File: config.mk
export PLATFORM = sky130hd
export DESIGN_NAME = whc_cordic
export DESIGN_NICKNAME = d
export VERILOG_FILES = /design/src/whc_pkg.sv /design/src/whc_cordic.sv
export SDC_FILE = /design/constraint.sdc
export NUM_CORES = 1
export LEC_CHECK = 0
export ABC_CLOCK_PERIOD_IN_PS = 8100
export BUFFER_PORTS_ARGS = -buffer_cell sky130_fd_sc_hd__buf_2
export CAP_MARGIN = 10
export CORE_UTILIZATION = 57
export DETAILED_ROUTE_END_ITERATION = 7
export PLACE_DENSITY = 0.77
export RECOVER_POWER = 50
export REMOVE_ABC_BUFFERS = 1
export SLEW_MARGIN = 20
export SYNTH_ARGS = -nofsm -noshare
export SYNTH_HDL_FRONTEND = slang
export SYNTH_SLANG_ARGS = --single-unit
File: constraint.sdc
create_clock -name clk -period 8.1 [get_ports clk]
set_clock_uncertainty 0.2 [all_clocks]
set_input_delay 0.405 -clock clk [delete_from_list [all_inputs] [get_ports clk]]
set_output_delay 0.405 -clock clk [all_outputs]
set_load 0.05 [all_outputs]
File: src/whc_pkg.sv
// ----------------------------------------------------------------------------
// whc_pkg - shared types and constants of the waypoint heading controller
// Angle constants, CORDIC arctangent table, command and register codes.
// ----------------------------------------------------------------------------
package whc_pkg;

  // command codes carried in s_tuser
  localparam logic [1:0] CMD_POSE   = 2'd0;
  localparam logic [1:0] CMD_CLEAR  = 2'd1;
  localparam logic [1:0] CMD_APPEND = 2'd2;

  // register indexes
  localparam logic [2:0] REG_OFFSET = 3'd0;
  localparam logic [2:0] REG_GAIN   = 3'd1;
  localparam logic [2:0] REG_SPEED  = 3'd2;
  localparam logic [2:0] REG_THRESH = 3'd3;
  localparam logic [2:0] REG_RADIUS = 3'd4;

  // angles, Q3.12 and Q.24
  localparam int PI_Q12      = 12868;
  localparam int HALF_PI_Q12 = 6434;
  localparam int TWO_PI_Q12  = 25736;
  localparam int HALF_PI_Q24 = 26353589;
  localparam int CORDIC_K    = 10188014;

  // datapath widths
  localparam int XW = 35;  // CORDIC x/y
  localparam int ZW = 29;  // CORDIC angle, Q.24

  // request into the shared CORDIC unit
  typedef struct packed {
    logic start;
    logic vec;   // 1: vectoring (atan2), 0: rotation (sine)
  } cord_req_t;

  // arctangent of 2^-i, Q.24
  function automatic logic signed [ZW-1:0] atan_q24(input logic [4:0] i);
    logic signed [ZW-1:0] v;
    case (i)
      5'd0:  v = 29'sd13176795;
      5'd1:  v = 29'sd7778716;
      5'd2:  v = 29'sd4110060;
      5'd3:  v = 29'sd2086331;
      5'd4:  v = 29'sd1047214;
      5'd5:  v = 29'sd524117;
      5'd6:  v = 29'sd262123;
      5'd7:  v = 29'sd131069;
      5'd8:  v = 29'sd65536;
      5'd9:  v = 29'sd32768;
      5'd10: v = 29'sd16384;
      5'd11: v = 29'sd8192;
      5'd12: v = 29'sd4096;
      5'd13: v = 29'sd2048;
      5'd14: v = 29'sd1024;
      5'd15: v = 29'sd512;
      5'd16: v = 29'sd256;
      5'd17: v = 29'sd128;
      5'd18: v = 29'sd64;
      5'd19: v = 29'sd32;
      5'd20: v = 29'sd16;
      5'd21: v = 29'sd8;
      5'd22: v = 29'sd4;
      5'd23: v = 29'sd2;
      default: v = '0;
    endcase
    return v;
  endfunction

endpackage

File: src/whc_cordic.sv
// ----------------------------------------------------------------------------
// whc_cordic - shared iterative CORDIC
// One micro-rotation per cycle; vectoring mode gives atan2, rotation gives sine.
// ----------------------------------------------------------------------------
module whc_cordic #(
  parameter int STEPS = 14
) (
  input  logic                          clk,
  input  logic                          rst,
  input  whc_pkg::cord_req_t            req,
  input  logic signed [whc_pkg::XW-1:0] x0,
  input  logic signed [whc_pkg::XW-1:0] y0,
  input  logic signed [whc_pkg::ZW-1:0] z0,
  output logic                          done,
  output logic signed [whc_pkg::XW-1:0] y_out,
  output logic signed [whc_pkg::ZW-1:0] z_out
);
  import whc_pkg::*;

  localparam int IW = $clog2(STEPS);

  logic signed [XW-1:0] x, y;
  logic signed [ZW-1:0] z;
  logic [IW-1:0]        i;
  logic                 running, vec;
  logic                 up;
  logic signed [XW-1:0] xs, ys;
  logic signed [ZW-1:0] at;

  assign xs = x >>> i;
  assign ys = y >>> i;
  assign at = atan_q24(5'(i));
  // direction of the next micro-rotation
  assign up = vec ? y[XW-1] : !z[ZW-1];

  always_ff @(posedge clk) begin
    if (rst) begin
      running <= 1'b0;
      done    <= 1'b0;
    end else begin
      done <= 1'b0;
      if (req.start) begin
        vec <= req.vec;
        i   <= '0;
        z   <= z0;
        running <= 1'b1;
        if (req.vec) begin
          if (x0 == '0 && y0 == '0) begin
            // both operands zero: angle 0
            z       <= '0;
            running <= 1'b0;
            done    <= 1'b1;
          end else if (x0[XW-1] && !y0[XW-1]) begin
            x <= y0;  y <= -x0;  z <= ZW'(HALF_PI_Q24);
          end else if (x0[XW-1]) begin
            x <= -y0; y <= x0;   z <= -ZW'(HALF_PI_Q24);
          end else begin
            x <= x0;  y <= y0;   z <= '0;
          end
        end else begin
          x <= x0;
          y <= y0;
        end
      end else if (running) begin
        if (up) begin
          x <= x - ys;  y <= y + xs;  z <= z - at;
        end else begin
          x <= x + ys;  y <= y - xs;  z <= z + at;
        end
        i <= i + 1'b1;
        if (i == IW'(STEPS - 1)) begin
          running <= 1'b0;
          done    <= 1'b1;
        end
      end
    end
  end

  assign y_out = y;
  assign z_out = z;

endmodule

# Word-level counts from Yosys, hierarchy flattened
# Memories as Yosys holds them, arrays and structs flattened. A register that Yosys moved wholly into a read port is not among the register bits.
# Index checks and enable logic that the tools add are counted.
# W data, S select, Z words.
# op_classes
reduce_logical	10
n_addsub	9
shift	2
muxes	35
bitwise	1
eq_ne	2
# ops
operator	count
$mux W35	14
$mux W29	7
$add A35 B35 Y35	2
$logic_not A35 Y1	2
$neg A35 Y35	2
$sshr A35 B4 Y35	2
$sub A35 B35 Y35	2
$add A29 B29 Y29	1
$sub A29 B29 Y29	1
$mux W4	3
$mux W1	11
$add A4 B1 Y4 const B	1
$eq A4 B4 Y1 const B	1
$reduce_and A2 Y1	2
$ne A3 B3 Y1 const B	1
$reduce_and A3 Y1	1
$logic_and A1 B1 Y1	2
$logic_not A1 Y1	2
$reduce_bool A2 Y1	1
$not A1 Y1	1
# word_totals
input_bits	103
word_cells	67
mem_bits_ro	384
reg_bits	106
n_memories	1
# mem_list
name	words	word_bits	read_ports	rd_ports_with_merged_regs	write_ports	line	source
(name not given)	16	24	1	1	0	whc_pkg.sv:39	case (i)

# Logic depth before layout (Yosys ltp)
# logic_depth
word_depth	6
ltp_mapped	28
ltp_nobuf	21

# Least setup slack after synthesis
# OpenSTA, ideal clock, no wires.
# synth_path
path_kind	register -> register
from	register i[3]
to	register x[34] (data pin)
t_arrival_ns	5.956
stages_incl_launch_ff	26
period_less_slack_ns	6.426
setup_time_ns	0.270
setup_slack_ns	1.674
required_time_ns	7.630
cell_sequence	edfxtp_1 buf_2 buf_1 clkbuf_1 buf_1 clkbuf_1 clkbuf_1 buf_1 nand2_1 o21ai_0 ha_1 or4b_4 a21boi_2 and3b_2 a21oi_1 xor2_1 ha_1 and3_1 and4_1 o211ai_1 and3_1 o311ai_0 nand3_1 a311oi_1 xnor2_1 a21oi_1
# synth_via
elab_chain_len	5
word_cells_on_any_way	6
classes_between	add/sub: 2; shift: 1; mux: 3
# synth_rtl
item	line	source
from (decl)	whc_cordic.sv:24	logic [IW-1:0] i;
from (signal assigned)	whc_cordic.sv:70	i <= i + 1'b1;
$sshr A35 B4 Y35 (*)	whc_cordic.sv:31	assign ys = y >>> i;
$add A35 B35 Y35 / $sub A35 B35 Y35 (equally long branches)	whc_cordic.sv:68, whc_cordic.sv:66	
$mux W35 (*)	whc_cordic.sv:65	if (up) begin
$mux W35 (*)	whc_cordic.sv:64	end else if (running) begin
$mux W35 (*)	whc_cordic.sv:42	if (req.start) begin
to (signal assigned)	whc_cordic.sv:54	x <= y0; y <= -x0; z <= ZW'(HALF_PI_Q24);
to (signal assigned)	whc_cordic.sv:66	x <= x - ys; y <= y + xs; z <= z - at;
to (signal assigned)	whc_cordic.sv:68	x <= x + ys; y <= y - xs; z <= z + at;
to (decl)	whc_cordic.sv:22	logic signed [XW-1:0] x, y;
# Every way passes the cells marked *; elsewhere a longest branch is shown, timed or not. The select of a mux whose other input is x is not followed.
# A chain may end at the register's enable or synchronous reset.

# Worst setup path in the final report
# layout_path
from	register i[0]
to	register x[31] (data pin)
# The elaborated chain is that of the path after synthesis.

==> results.sh <==
export IMPL_yosysUniqueCellTypes=90
export IMPL_synth_most_common_cell="nand2_1"
export IMPL_grt_pass1_vias=18000
export IMPL_synth_top_cell_area_share_pct=16.7
export IMPL_rows=65
export IMPL_port_buffers=167
export IMPL_grt_usage_pct=38.5
export IMPL_gp_congestion=0.991
export IMPL_avgSynthCellArea_um2=8.07
export IMPL_crit_path_end_kind="flip-flop"
export IMPL_top_layer_used="met5"
export IMPL_viasPerCell=6.75
export IMPL_cts_buffers=17
export IMPL_wl_met2_um=28800
export IMPL_fmax_mhz=146
export IMPL_critPathKind="flip-flop to flip-flop"
export IMPL_hpwl_um=49800
export IMPL_coreArea_um2=31900
export IMPL_ir_worst_vdd_v=0.000222
export IMPL_setup_viol=0
export IMPL_violations="max-capacitance violations, max-slew violations"
export IMPL_grt_max_degree=95
export IMPL_firstDrtPassIters=5
export IMPL_die_y_um=183
export IMPL_synth_seq_cells=129
export IMPL_m1WireLength_um=26900
export IMPL_clk_path_buf_depth=2
export IMPL_crit_path_start_kind="flip-flop"
export IMPL_drc=0
export IMPL_antenna_found_initial=6
export IMPL_whs_path_depth=2
export IMPL_cts_sinks=129
export IMPL_wl_met3_um=7060
export IMPL_post_route_period_util_pct=84.5
export IMPL_grt_overflow_total=0
export IMPL_cts_hold_fix_buffers=0
export IMPL_synth_commonest_cells="nand2_1, o21ai_0, a21oi_1"
export IMPL_syn_inst=2311
export IMPL_rsz0062_at_grt="no"
export IMPL_period_needed_ns=6.84
export IMPL_routed_wl_um=65000
export IMPL_synth_seq_area_share_pct=19.4
export IMPL_nFillCells=2916
export IMPL_syn_to_final_growth_pct=8.20
export IMPL_initial_core_util_pct=58.5
export IMPL_htreeDepth=4
export IMPL_leakagePower_nw=7.78
export IMPL_synth_edf_count=104
export IMPL_syn_cell_area_um2=18600
export IMPL_synth_area_leaders="edfxtp_1, mux4_2, ha_1"
export IMPL_cp_max_fo=59
export IMPL_cts_tree="done"
export IMPL_power_density_nw_per_um2=363
export IMPL_antenna_left=0
export IMPL_slew_headroom_pct=-133
export IMPL_fin_nets=2599
export IMPL_yosysWarnings=0
export IMPL_cp_required_ns=8.09
export IMPL_grt_first_pass_wirelength_um=99700
export IMPL_yosysTopAreaCell="edfxtp_1"
export IMPL_synth_main_ff_cell="edfxtp_1"
export IMPL_status="finished with violations"
export IMPL_worstMarginPinSlew_ns=3.49
export IMPL_hold_path_class="input pin to flip-flop"
export IMPL_r2r_cells=20
export IMPL_hold_viol=0
export IMPL_routedWlPerCell_um=22.9
export IMPL_clock_latency_ns=0.45
export IMPL_final_cell_area_um2=20200
export IMPL_path_clk_slew_ns=0.07
export IMPL_ios=168
export IMPL_power_mw=7.32
export IMPL_layout_drive_gt1_share_pct=12.9
export IMPL_ctsResizeCount=0
export IMPL_drv_cap=4
export IMPL_async_reset_ff_share_pct=0
export IMPL_die_area_um2=33400
export IMPL_slew_violations=206
export IMPL_vias=19200
export IMPL_critPathArrivalTime_ns=6.84
export IMPL_dpl_cell_area_um2=19700
export IMPL_post_cts_setup_buffer_count=0
export IMPL_drt_iter0_markers=2091
export IMPL_chipWidth_um=183
export IMPL_cts_root_buf="clkbuf_16"
export IMPL_fin_setup_tns_ns=0
logic make-up after synthesis:
logic type | Yosys count | synth area share, %
AOI/OAI and AO/OA | 729 | 24.4
buffers and inverters | 208 | 4.74
muxes | 171 | 14.1
and+or+nand+nor | 754 | 19.8
xor gates and xnor gates | 208 | 9.84
DFF | 129 | 19.4
adders and majority gates | 112 | 7.64
sequential cells by signal, indices dropped and copies added (netlist names):
name     cells
at          23
y_out       35
i            4
vec          1
z_out       29
x           35
done         1
running      1
layer usage:
metal / vias up / GRT usage (%)
met3: 168 / 9.21
met4: 6 / 14.8
met2: 1093 / 60.7
li1: 8856 / -
met5: - / 0
met1: 9030 / 51.0
where the power goes:
group	total, mW	internal, mW	switching, mW
Clock	0.776	0.445	0.331
Sequential	1.31	0.990	0.325
Combinational	5.23	2.06	3.17
layout by cell type (no fill, tap or decap), types with 33 or more instances in the layout:
| cell type | n |
|---|---|
| mux2i_1 | 52 |
| xnor2_1 | 97 |
| a21oi_1 | 194 |
| nor3_1 | 71 |
| o21ai_0 | 195 |
| clkbuf_1 | 71 |
| a21o_1 | 45 |
| nand2_1 | 235 |
| mux4_2 | 68 |
| a31oi_1 | 34 |
| nor2_1 | 189 |
| ha_1 | 109 |
| inv_1 | 66 |
| or3_1 | 33 |
| buf_2 | 100 |
| edfxtp_1 | 104 |
| o211ai_1 | 61 |
| nand3_1 | 40 |
| mux2_2 | 45 |
| xor2_1 | 110 |
layout make-up:
class,count,area [um^2],share of cell area [%]
tap,435,544,2.70
clock buffer,22,507,2.51
timing repair buffer,194,988,4.90
multi-input combinational,1974,14200,70.3
sequential,129,3620,18.0
inverter,68,255,1.27
clock inverter,10,73.8,0.366
antenna,4,10.0,0.0496
worst max-delay path, stage by stage, from the launching register on:
cell and delay (ns):
edfxtp_1 0.66, buf_8 0.24, buf_12 0.30, mux4_2 0.58
mux2i_1 0.34, inv_1 0.09, o32ai_1 0.71, and2_1 0.33
and4_1 0.37, a21oi_1 0.12, xor2_1 0.17, ha_1 0.47
nand4_1 0.31, nand3b_1 0.26, o2bb2ai_1 0.13, a21oi_1 0.11
a21oi_1 0.38, o21ai_0 0.24, a31o_2 0.26, a41oi_1 0.21
nand2_1 0.08
through the flow:
stage,utilization [%],cells,setup slack [ns],hold slack [ns]
2_1_floorplan,-,2171,-0.793,0.243
3_3_place_gp,61.7,2799,1.20,0.427
3_5_place_dp,61.7,2799,1.12,0.432
4_1_cts,63.5,2831,1.09,0.0634
5_1_grt,63.3,2832,0.712,0.0729
6_report,63.3,2836,1.26,0.0636
final timing paths:
check / end / start / slack [ns]
setup / recovery: x[31] / i[0] / 1.26
hold / removal: done / rst / 0.06
setup reg to reg: x[31] / i[0] / 1.26
hold reg to reg: done / running / 0.42
No activity file was read; power rests on OpenSTA's default activity.
